==> src/hdl/somt_pkg.sv <==
package somt_pkg;

  localparam int TABLE_SLOTS    = 16;
  localparam int COORD_BITS     = 12;
  localparam int COUNT_BITS     = $clog2(TABLE_SLOTS + 1);
  localparam int ID_BITS        = 16;
  localparam int FRAME_BITS     = 16;
  localparam int EPS_BITS       = 11;
  localparam int CMD_BITS       = 3;
  localparam int STATUS_BITS    = 2;
  localparam int CFG_INDEX_BITS = 4;
  localparam int CFG_DATA_BITS  = 16;
  // Width wide enough for both a centre offset and twice the nearness.
  localparam int DIFF_BITS      = (COORD_BITS > EPS_BITS + 1) ? COORD_BITS : EPS_BITS + 1;

  localparam logic [FRAME_BITS-1:0] FRAME_MAX   = '1;
  localparam logic [COUNT_BITS-1:0] SLOTS_COUNT = COUNT_BITS'(TABLE_SLOTS);

  localparam logic [CMD_BITS-1:0] CMD_CHECK    = 3'd0;
  localparam logic [CMD_BITS-1:0] CMD_DELETE   = 3'd1;
  localparam logic [CMD_BITS-1:0] CMD_CLEAR_ID = 3'd2;
  localparam logic [CMD_BITS-1:0] CMD_BUMP     = 3'd3;
  localparam logic [CMD_BITS-1:0] CMD_AGE      = 3'd4;
  localparam logic [CMD_BITS-1:0] CMD_RESET    = 3'd5;

  localparam logic [STATUS_BITS-1:0] STATUS_DONE      = 2'd0;
  localparam logic [STATUS_BITS-1:0] STATUS_FULL      = 2'd1;
  localparam logic [STATUS_BITS-1:0] STATUS_NOT_FOUND = 2'd2;

  localparam logic [CFG_INDEX_BITS-1:0] REG_SUSPECT_FRAMES = 4'd0;
  localparam logic [CFG_INDEX_BITS-1:0] REG_EXPIRE_FRAMES  = 4'd1;

  typedef enum logic [1:0] {
    CELL_HOLD,
    CELL_EVAL,
    CELL_SHIFT,
    CELL_APPEND
  } cell_mode_t;

  typedef enum logic {
    S_IDLE,
    S_WORK
  } state_t;

  typedef struct packed {
    logic [COORD_BITS-1:0] bottom;
    logic [COORD_BITS-1:0] top;
    logic [COORD_BITS-1:0] right;
    logic [COORD_BITS-1:0] left;
  } box_t;

  typedef struct packed {
    logic                  valid;
    logic                  kill;
    logic [ID_BITS-1:0]    owner;
    logic [FRAME_BITS-1:0] life;
    box_t                  box;
    logic [FRAME_BITS-1:0] misses;
  } entry_t;

  localparam entry_t ENTRY_EMPTY = '0;

  typedef struct packed {
    cell_mode_t            mode;
    logic [CMD_BITS-1:0]   cmd;
    logic [ID_BITS-1:0]    id;
    logic [COORD_BITS-1:0] cx;
    logic [COORD_BITS-1:0] cy;
    logic [EPS_BITS:0]     eps2;
    logic [FRAME_BITS-1:0] expire;
    logic                  merge;
    logic [ID_BITS-1:0]    new_owner;
    logic [FRAME_BITS-1:0] new_life;
    box_t                  new_box;
  } cell_ctrl_t;

endpackage

==> src/hdl/somt_cell.sv <==
module somt_cell (
  input  logic                          clk,
  input  logic                          rst,
  input  somt_pkg::cell_ctrl_t          ctrl,
  input  somt_pkg::entry_t              upper,
  input  logic                          lower_valid,
  input  logic                          seen_in,
  output logic                          seen_out,
  output somt_pkg::entry_t              entry,
  output logic [somt_pkg::FRAME_BITS-1:0] life_tap
);
  import somt_pkg::*;

  entry_t                entry_next;
  logic [COORD_BITS:0]   sum_x;
  logic [COORD_BITS:0]   sum_y;
  logic [COORD_BITS-1:0] ex;
  logic [COORD_BITS-1:0] ey;
  logic [COORD_BITS-1:0] dx;
  logic [COORD_BITS-1:0] dy;
  logic                  near;
  logic                  id_match;
  logic                  term;
  logic                  first;
  logic [FRAME_BITS-1:0] miss_inc;

  always_comb begin
    sum_x = {1'b0, entry.box.left} + {1'b0, entry.box.right};
    sum_y = {1'b0, entry.box.top} + {1'b0, entry.box.bottom};
    ex = sum_x[COORD_BITS:1];
    ey = sum_y[COORD_BITS:1];
    dx = (ex >= ctrl.cx) ? ex - ctrl.cx : ctrl.cx - ex;
    dy = (ey >= ctrl.cy) ? ey - ctrl.cy : ctrl.cy - ey;
    near = (DIFF_BITS'(dx) < DIFF_BITS'(ctrl.eps2)) && (DIFF_BITS'(dy) < DIFF_BITS'(ctrl.eps2));
    id_match = entry.valid && (entry.owner == ctrl.id);
    miss_inc = (entry.misses == FRAME_MAX) ? entry.misses : entry.misses + 1'b1;

    // During a shift the chain marks the lowest pending removal; otherwise the first id match.
    term = (ctrl.mode == CELL_SHIFT) ? entry.kill : id_match;
    first = term && !seen_in;
    seen_out = seen_in || term;
    life_tap = (ctrl.mode == CELL_SHIFT && first) ? entry.life : '0;

    entry_next = entry;
    case (ctrl.mode)
      CELL_EVAL: begin
        entry_next.kill = 1'b0;
        case (ctrl.cmd)
          CMD_CHECK: begin
            if (ctrl.merge) begin
              entry_next.kill = entry.valid && near;
            end
          end
          CMD_DELETE: begin
            entry_next.kill = first;
          end
          CMD_CLEAR_ID: begin
            if (first) begin
              entry_next.owner = '0;
            end
          end
          CMD_BUMP: begin
            if (first && entry.life != FRAME_MAX) begin
              entry_next.life = entry.life + 1'b1;
            end
          end
          CMD_AGE: begin
            if (entry.valid && entry.owner == '0) begin
              entry_next.misses = miss_inc;
              entry_next.kill = miss_inc > ctrl.expire;
            end
          end
          CMD_RESET: begin
            entry_next.valid = 1'b0;
          end
          default: begin
          end
        endcase
      end
      CELL_SHIFT: begin
        if (seen_out) begin
          entry_next = upper;
        end
      end
      CELL_APPEND: begin
        if (lower_valid && !entry.valid) begin
          entry_next.valid = 1'b1;
          entry_next.kill = 1'b0;
          entry_next.owner = ctrl.new_owner;
          entry_next.life = ctrl.new_life;
          entry_next.box = ctrl.new_box;
          entry_next.misses = '0;
        end
      end
      default: begin
      end
    endcase
  end

  always_ff @(posedge clk) begin
    if (rst) begin
      entry.valid <= 1'b0;
      entry.kill <= 1'b0;
    end else begin
      entry <= entry_next;
    end
  end

endmodule

==> config.mk <==
export PLATFORM = sky130hd
export DESIGN_NAME = somt_cell
export DESIGN_NICKNAME = d
export VERILOG_FILES = /design/src/hdl/somt_pkg.sv /design/src/hdl/somt_cell.sv
export SDC_FILE = /design/constraint.sdc
export NUM_CORES = 1
export LEC_CHECK = 0
export ABC_CLOCK_PERIOD_IN_PS = 20200
export BUFFER_PORTS_ARGS = -buffer_cell sky130_fd_sc_hd__buf_2
export CAP_MARGIN = 20
export CORE_AREA = 2 2 143 145
export CTS_BUF_LIST = sky130_fd_sc_hd__clkbuf_4
export CTS_CLUSTER_SIZE = 30
export DETAILED_ROUTE_END_ITERATION = 7
export DIE_AREA = 0 0 145 147
export HOLD_SLACK_MARGIN = 0.1
export PLACE_DENSITY = 0.89
export SLEW_MARGIN = 30
export SYNTH_ARGS = -nofsm -noshare
export SYNTH_HDL_FRONTEND = slang
export SYNTH_SLANG_ARGS = --single-unit
==> constraint.sdc <==
create_clock -name clk -period 20.2 [get_ports clk]
set_input_delay 1.01 -clock clk [delete_from_list [all_inputs] [get_ports clk]]
set_output_delay 1.01 -clock clk [all_outputs]
set_load 0.02 [all_outputs]
## Word-level counts from Yosys, hierarchy flattened

Cells that the tools add are included.

| cells by class | value |
|---|---|
| add/sub/neg operators | 8 |
| magnitude comparators | 5 |
| equal/unequal tests | 20 |
| muxes and demuxes | 20 |
| bitwise logic cells | 1 |
| reduce and logical (&&, ||, !) cells | 21 |

Operator list:

| cell | count |
|---|---|
| two-way mux 98 bit | 2 |
| two-way mux 16 bit | 8 |
| one-hot mux 34 bit (3 select lines) | 1 |
| one-hot mux 48 bit (2 select lines) | 1 |
| one-hot mux 16 bit (3 select lines) | 1 |
| subtractor 12 bit | 4 |
| adder 16 x 1 -> 16 bit (second input constant) | 2 |
| adder 12 x 12 -> 13 bit | 2 |
| >= comparator 12 bit | 2 |
| less-than comparator 12 bit | 2 |
| two-way mux 12 bit | 2 |
| AND reduction 6 bit | 3 |
| == test 16 bit | 1 |
| == test 16 bit (second input constant) | 1 |
| > comparator 16 bit | 1 |
| zero test 16 bit | 1 |
| inequality test 16 bit (second input constant) | 1 |
| inequality test 2 bit (second input constant) | 5 |
| logical AND 1 bit | 8 |
| inequality test 2 x 1 -> 1 bit (second input constant) | 4 |
| AND reduction 4 bit | 2 |
| == test 3 x 2 -> 1 bit (second input constant) | 2 |
| == test 3 bit (second input constant) | 2 |
| == test 2 bit (second input constant) | 2 |
| other kinds (11) | 15 |

| word-level totals | value |
|---|---|
| register bits after elaboration | 98 |
| bits of input ports | 256 |
| output and inout port bits | 115 |

## Logic depth before layout (Yosys ltp)

Gate-level depths: netlist of run 1.

| logic depth | value |
|---|---|
| depth in word-level cells | 9 |
| depth in mapped cells | 28 |
| mapped depth without buffers | 27 |

## Worst setup path before layout of run 1

Ideal clock, no wire load.

| path | value |
|---|---|
| kind | input to register |
| start | input port ctrl[148] in the netlist's numbering |
| end | register entry[16] in the netlist's numbering, enable pin |
| arrival time | 6822 ps |
| required time | 19622 ps |
| setup slack | 12800 ps |
| stages on the path | 8 |
| cell sequence | xor2_1 > nor4_1 > nand4b_1 > nor4_2 > a21o_1 > or2_2 > nor2_1 > nor4_1 |

| between the ends | value |
|---|---|
| word-level cells in the longest chain between the ends | 6 |

Ends and longest elaborated chain:

| item | RTL line | text |
|---|---|---|
| start: declaration | somt_cell.sv:4 | `input somt_pkg::cell_ctrl_t ctrl,` |
| == test 16 bit | somt_cell.sv:35 | `id_match = entry.valid && (entry.owner == ctrl.id);` |
| logical AND 1 bit | somt_cell.sv:35 |  |
| two-way mux 1 bit | somt_cell.sv:39 | `term = (ctrl.mode == CELL_SHIFT) ? entry.kill : id_match;` |
| logical OR 1 bit | somt_cell.sv:41 | `seen_out = seen_in \|\| term;` |
| net seen_out | somt_cell.sv:8 | `output logic seen_out,` |
| inequality test 2 bit (no source line) | - |  |
| AND reduction 4 bit (no source line) | - |  |
| end signal: assignment | somt_cell.sv:105 | `entry <= entry_next;` |
| end: declaration | somt_cell.sv:9 | `output somt_pkg::entry_t entry,` |

The timed path passes the listed nets, and every way through them passes these cells.
A chain may end at the register's enable or synchronous reset.

## Worst setup path after layout of run 1

| path | value |
|---|---|
| start | register entry[17] in the netlist's numbering |
| end | register entry[96] in the netlist's numbering |

| between the ends | value |
|---|---|
| word-level cells in the longest chain between the ends | 9 |
| elaborated cells between the ends (all ways) | 11 |
| those cells by class | add/sub: 3; order compare: 2; mux: 4; reduce/logical: 2 |

Ends and longest elaborated chain:

| item | RTL line | text |
|---|---|---|
| adder 12 x 12 -> 13 bit * | somt_cell.sv:28 | `sum_x = {1'b0, entry.box.left} + {1'b0, entry.box.right};` |
| subtractor 12 bit / >= comparator 12 bit (equally long branches) | somt_cell.sv:32 | `dx = (ex >= ctrl.cx) ? ex - ctrl.cx : ctrl.cx - ex;` |
| two-way mux 12 bit * | somt_cell.sv:32 |  |
| less-than comparator 12 bit * | somt_cell.sv:34 | `near = (DIFF_BITS'(dx) < DIFF_BITS'(ctrl.eps2)) && (DIFF_BITS'(dy) < DIFF_BITS'(ctrl.eps2));` |
| logical AND 1 bit * | somt_cell.sv:34 |  |
| logical AND 1 bit * | somt_cell.sv:51 | `entry_next.kill = entry.valid && near;` |
| two-way mux 1 bit * | somt_cell.sv:50 | `if (ctrl.merge) begin` |
| one-hot mux 1 bit (3 select lines) * | somt_cell.sv:48 | `case (ctrl.cmd)` |
| one-hot mux 34 bit (3 select lines) * | somt_cell.sv:45 | `case (ctrl.mode)` |

Every way passes the cells marked *; elsewhere a longest branch is shown, timed or not.

==> results of run 1 <==
## routing by layer
layer	vias to the layer above	GRT usage, %	share of wire, %
met5	-	0	0
met1	4347	31.7	39
li1	4332	-	-
met2	387	49.0	51
met4	0	11.7	3.6
met3	67	5.47	6.6
## stage by stage
step	total power, mW	area (sq um)	hold WS [ps]	utilization [%]	instances
2_1_floorplan	0.457	9460	637	-	999
3_3_place_gp	0.533	11600	642	58.4	1618
3_5_place_dp	0.545	11600	637	58.4	1618
4_1_cts	0.667	11700	665	59.2	1634
5_1_grt	0.710	11800	703	59.3	1638
6_report	0.667	11800	674	59.3	1638
## area by class of cell
cell class	instances	share of cell area, %
inverter	91	2.90
antenna	4	0.0851
clock buffer	9	0.574
tap	270	2.87
timing repair buffer	376	16.1
clock inverter	7	0.787
multi-input combinational	783	51.8
sequential	98	24.8
## cell usage after synthesis (4+ instances only)
cell	n	area [sq um]
ha_1	108	1350
edfxtp_1	96	2880
inv_1	90	338
nor2_1	75	282
a21oi_1	58	290
nand2_1	53	199
mux2_2	51	574
o21ai_0	46	230
xnor2_1	44	385
mux2i_1	43	430
xor2_1	33	289
nor2b_1	24	150
nand3_1	22	110
nor3_1	20	100
and2_1	18	113
clkbuf_1	18	67.6
a21o_1	17	128
a22o_1	15	131
and3_1	12	75.1
a21boi_0	11	82.6
nand4_1	11	68.8
o21a_1	11	82.6
nand2b_1	8	50.1
nor4_1	8	50.1
or2_2	7	43.8
or3_1	7	43.8
a211oi_1	6	45.0
fa_1	6	120
a31oi_1	5	31.3
buf_1	5	18.8
o31a_1	5	43.8
a211o_1	4	35.0
o211a_1	4	40.0
o211ai_1	4	30.0
## critical path: stages (launching register included)
cell	delay (ps)
edfxtp_1	410
inv_1	70
fa_1	460
nor2b_1	120
o21ai_0	100
a21boi_0	250
o21ai_0	140
a21boi_0	270
o21a_1	210
nor2_1	90
xnor2_1	130
ha_1	360
and4_1	260
a211oi_2	50
a211o_1	300
o21bai_2	770
o21ai_0	310
or3_1	450
o221ai_2	160
a211oi_2	90
ha_1	320
a22oi_1	200
o2111ai_1	140
a311oi_1	210
o2111ai_1	130
a21oi_1	160
o31a_1	130
## worst paths after layout
check	start	to	slack, ps
max	entry[17]	entry[96]	13870
min	entry[96]	entry[96]	670
max reg2reg	entry[17]	entry[96]	13870
min reg2reg	entry[96]	entry[96]	670
## report_power, final
group / leakage, nW / switching (mW) / internal, mW / total, mW
logic: 4.72 / 0.164 / 0.133 / 0.296
clock network: 0.0800 / 0.0726 / 0.0500 / 0.123
registers: 0.908 / 0.0111 / 0.237 / 0.248
## layout by cell type (no fill, tap or decap), drive strengths merged, types with 3 or more instances in the layout
cell type,netlist,layout
buf,8,376
ha,108,108
edfxtp,96,96
inv,91,92
nor2,75,75
a21oi,60,60
nand2,53,53
mux2,53,53
o21ai,47,47
xnor2,44,44
mux2i,44,44
xor2,33,33
nor2b,24,24
nand3,23,23
nor3,20,20
and2,18,18
a21o,17,17
a22o,15,15
and3,12,12
nand4,11,11
o21a,11,11
a21boi,11,11
nor4,11,11
clkbuf,19,9
nand2b,8,8
a211oi,8,8
or2,7,7
or3,7,7
fa,6,6
a31oi,5,5
o31a,5,5
diode,0,4
o211a,4,4
o211ai,4,4
a211o,4,4
o21bai,3,3
## logic make-up after synthesis
group,share of synthesized area (%)
DFF,30.9
and+or+nand+nor,15.1
muxes,11.0
adders and majority gates,15.6
xor gates and xnor gates,7.13
AOI/OAI and AO/OA,15.4
buffers and inverters,4.87
==> results.tsv, run 1 <==
metric	value	unit
status	completed	
PostCTS Resize Cnt	0	
syn nets	1369	
Residual DRC	0	
Overflow after GRT	0	
CTS tree	yes	
EDFF count, synth	96	
H-tree lvl count	3	
Tcrit/Tclk final	31.3	%
total CTS buffers	9	
1st-pass router iterations	5	
Yosys reg bits	98	
largest net degree at the start of global routing	49	
most flop-heavy register	entry	
RD Place Congestion	0.914	
hold_buf cts	0	
clock sinks	98	
clock buffer depth	2	
Fill cells	1722	
CP Launch Type	flip-flop	
Crit Path Category	flip-flop to flip-flop	
first-pass GRT wire length	46.4	mm
pwr/cell area	56.7	nW/um^2
DR iter-0 viols	535	
final hold viol count	0	
FP Rows	52	
Final Max Tran Viols	0	
via/cell ratio	5.58	
final setup fails	0	
Worst Path Required	20640	ps
sequential area share after synthesis	30.9	%
Top Registers	entry x98	
initial antenna violation count	4	
dpl hpwl	24.6	mm
via count of the routed design	9133	
Total GRT Usage	27.3	%
clock slew at reported path FFs	170	ps
Gate Count Post-Synth	999	
Syn Area/Cell	9.46	sq um
count of cell types in the netlist	72	
multi-input logic area	6090	sq um
clk_lat worst skew	480	ps
warning count from the yosys run	0	
maximum fanout along the worst path	20	
Avg WL per Cell	18.2	um
Worst Tran Pin Value	952	ps
io pins	371	
Clk Tree Root Cell	clkbuf_4	
Fmax	0.158	GHz
Final Worst Setup Slack	13870	ps
Starting Density	47.6	%
DIE AREA	21300	sq um
post-route ant nets	0	
CP endpoint kind	flip-flop	
worst vdd ir	0.0000332	V
max-cap viol count	0	
Layout Nets	1729	
Hold Crit Class	flip-flop to flip-flop	
layout cells sized above 1	34.4	%
minimum clock period	6330	ps
Die Ht	147	um
Lkg Pwr	5.70	nW
FFs w/ async S/R, synth	0	%
Die W	145	um
Area Growth Syn to Fin	24.4	%
Final Skew	29.4	ps
crit path DAT	6770	ps
WHS Path Cells	3	
max reg flops	98	
vias in the first global route	9167	
unrepaired setup endpoints after global routing	false	
R2R cell count	26	
synthesized cell area	9460	sq um
Port-buffer cells	370	
post-CTS setup buffers	0	
setup_tns	0	ps
max_slew headroom	36.5	%
FF+latch area	2920	sq um
pre-CTS setup slack	13950	ps
Placeable Area	19800	sq um
ys flop type	edfxtp_1	
total wire length	29.7	mm
(Power assumes the default switching activity.)
==> run 2: changes to the inputs <==
--- a/config.mk
+++ b/config.mk
@@ -5,16 +5,17 @@
 export SDC_FILE = /design/constraint.sdc
 export NUM_CORES = 1
 export LEC_CHECK = 0
-export ABC_CLOCK_PERIOD_IN_PS = 20200
+export ABC_AREA = 1
+export ABC_CLOCK_PERIOD_IN_PS = 5400
 export BUFFER_PORTS_ARGS = -buffer_cell sky130_fd_sc_hd__buf_2
 export CAP_MARGIN = 20
-export CORE_AREA = 2 2 143 145
+export CORE_MARGIN = 2
+export CORE_UTILIZATION = 47
 export CTS_BUF_LIST = sky130_fd_sc_hd__clkbuf_4
 export CTS_CLUSTER_SIZE = 30
 export DETAILED_ROUTE_END_ITERATION = 7
-export DIE_AREA = 0 0 145 147
 export HOLD_SLACK_MARGIN = 0.1
-export PLACE_DENSITY = 0.89
+export PLACE_DENSITY = 0.9
 export SLEW_MARGIN = 30
 export SYNTH_ARGS = -nofsm -noshare
 export SYNTH_HDL_FRONTEND = slang
==> constraint.sdc (replaced) <==
create_clock -name clk -period 5.4 [get_ports clk]
set_input_delay 0.27 -clock clk [delete_from_list [all_inputs] [get_ports clk]]
set_output_delay 0.27 -clock clk [all_outputs]
set_load 0.02 [all_outputs]
==> results.tsv, run 2 <==
metric	value	unit
total wire length	36.8	mm
initial antenna violation count	8	
sequential area share after synthesis	29.5	%
Placeable Area	20900	sq um
total CTS buffers	9	
Total GRT Usage	31.8	%
setup_tns	0	ps
status	completed	
Lkg Pwr	7.34	nW
max reg flops	98	
DR iter-0 viols	897	
Final Instance Area	13600	sq um
Layout Nets	2245	
Worst Path Required	5780	ps
max-cap viol count	0	
Die Ht	149	um
most common cell after layout, fill and taps aside	nand2_1	
HP Start	ctrl[48]	
Crit Path Category	flip-flop to flip-flop	
via count of the routed design	11800	
layout cells sized above 1	22.8	%
Worst Tran Pin Value	964	ps
CP endpoint kind	flip-flop	
vias in the first global route	11700	
Fmax	0.206	GHz
slowest CP cell	edfxtp_1	
unrepaired setup endpoints after global routing	false	
Yosys reg bits	98	
CP startpoint	entry[42]	
post-synth top area cell	edfxtp_1	
H-tree lvl count	3	
Final Skew	41.9	ps
count of cell types in the netlist	57	
clock sinks	98	
most frequent cells in the layout	441 x nand2_1, 370 x buf_2, 219 x inv_1, 146 x dlygate4sd3_1, 108 x ha_1	
Area Growth Syn to Fin	37.4	%
Top Registers	entry x98	
most flop-heavy register	entry	
clock buffer depth	2	
max_slew headroom	35.7	%
FF-to-FF End	entry[96]	
CTS tree	yes	
post-route ant nets	0	
Overflow after GRT	0	
Final Max Tran Viols	0	
Fill cells	1596	
Tot Pwr	2.72	mW
Starting Density	47.5	%
maximum fanout along the worst path	13	
Tcrit/Tclk final	89.8	%
most common cell in the netlist	nand2_1	
DIE AREA	22300	sq um
io pins	371	
syn nets	1743	
Avg WL per Cell	17.0	um
Port-buffer cells	370	
Commonest cells post-synth	442 x nand2_1, 219 x inv_1, 108 x ha_1	
dpl hpwl	26.4	mm
worst r2r src	entry[42]	
R2R cell count	31	
placed cell area	12000	sq um
via/cell ratio	5.47	
worst vdd ir	0.000114	V
ys flop type	edfxtp_1	
pwr/cell area	200	nW/um^2
FFs w/ async S/R, synth	0	%
Most common cell on crit path	nand2_1	
WHS Path Cells	3	
synth top area cells	edfxtp_1 29%, nand2_1 17%, ha_1 14%	
crit path DAT	5230	ps
synthesized cell area	9910	sq um
first-pass GRT wire length	56.0	mm
CP Launch Type	flip-flop	
top cell type's share of synthesized area	29.1	%
R2R Setup Slk	550	ps
hold path endpoint	entry[64]	
final hold viol count	0	
1st-pass router iterations	6	
PostCTS Resize Cnt	0	
Gate Count Post-Synth	1373	
clock slew at reported path FFs	160	ps
RD Place Congestion	0.953	
CP max stage delay	420	ps
EDFF count, synth	96	
FP Rows	53	
warning count from the yosys run	0	
minimum clock period	4850	ps
Die W	149	um
Residual DRC	0	
Clk Tree Root Cell	clkbuf_4	
final setup fails	0	
clk_lat worst skew	460	ps
largest net degree at the start of global routing	54	
Syn Area/Cell	7.22	sq um
Hold Crit Class	input port to flip-flop	
-- run 2: cells by family after synthesis --
group,synth area share (%)
AO/OA/AOI/OAI,13.7
AND/OR/NAND/NOR,26.2
buffers and inverters,10.3
flip-flops,29.5
adder cells (fa/ha/maj),14.8
XOR/XNOR,5.30
multiplexers,0.101
-- run 2: worst max-delay path: cells and delay by family, from the launching register on --
family	cells	cell delay (ps)
simple gates	15	1460
compound gates	8	1320
buf+inv	4	340
fa+ha+maj	3	1020
flops	1	420
xor+xnor	1	200
-- run 2: worst max path at each step --
stage / to / slack, ps / cells after the start
2_1_floorplan: entry[16] / 330 / 9
3_3_place_gp: entry[96] / 720 / 28
3_5_place_dp: entry[96] / 450 / 26
4_1_cts: entry[96] / 390 / 26
5_1_grt: entry[96] / 30 / 31
6_report: entry[96] / 550 / 31
-- run 2: area by class of cell --
class                      instances  area (sq um)  area share [%]
multi-input combinational       1019          5980            43.9
timing repair buffer             524          3370            24.8
sequential                        98          2920            21.5
inverter                         223           837            6.15
tap                              275           344            2.53
clock buffer                      12          90.1           0.662
clock inverter                     4          52.6           0.386
antenna                            8          20.0           0.147
-- run 2: stage by stage --
step / hold slack, ps / instances / util (%) / worst slack [ps]
5_1_grt: 106 / 2160 / 65.1 / 31.1
6_report: 149 / 2163 / 65.2 / 549
2_1_floorplan: 348 / 1373 / - / 335
3_5_place_dp: 510 / 1991 / 57.3 / 453
3_3_place_gp: 501 / 1991 / 57.3 / 718
4_1_cts: 102 / 2153 / 65.0 / 385
-- run 2: power breakdown --
group	internal [mW]	switching (mW)
sequential	0.888	0.0417
clock	0.157	0.264
combinational	0.571	0.796
total	1.62	1.10
-- run 2: what timing repair did --
item,4_1_cts,5_1_grt
setup buffers,0,2
endpoints found under the setup margin,0,1
hold buffers,146,0
hold endpoints to repair,85,0
-- run 2: metal layers --
layer | vias to the layer above | global-route usage [%] | wire length, um
li1 | 5486 | - | -
met1 | 5327 | 34.6 | 12900
met2 | 799 | 54.5 | 17900
met3 | 212 | 7.98 | 3510
met4 | 0 | 21.2 | 2420
met5 | - | 0 | 0
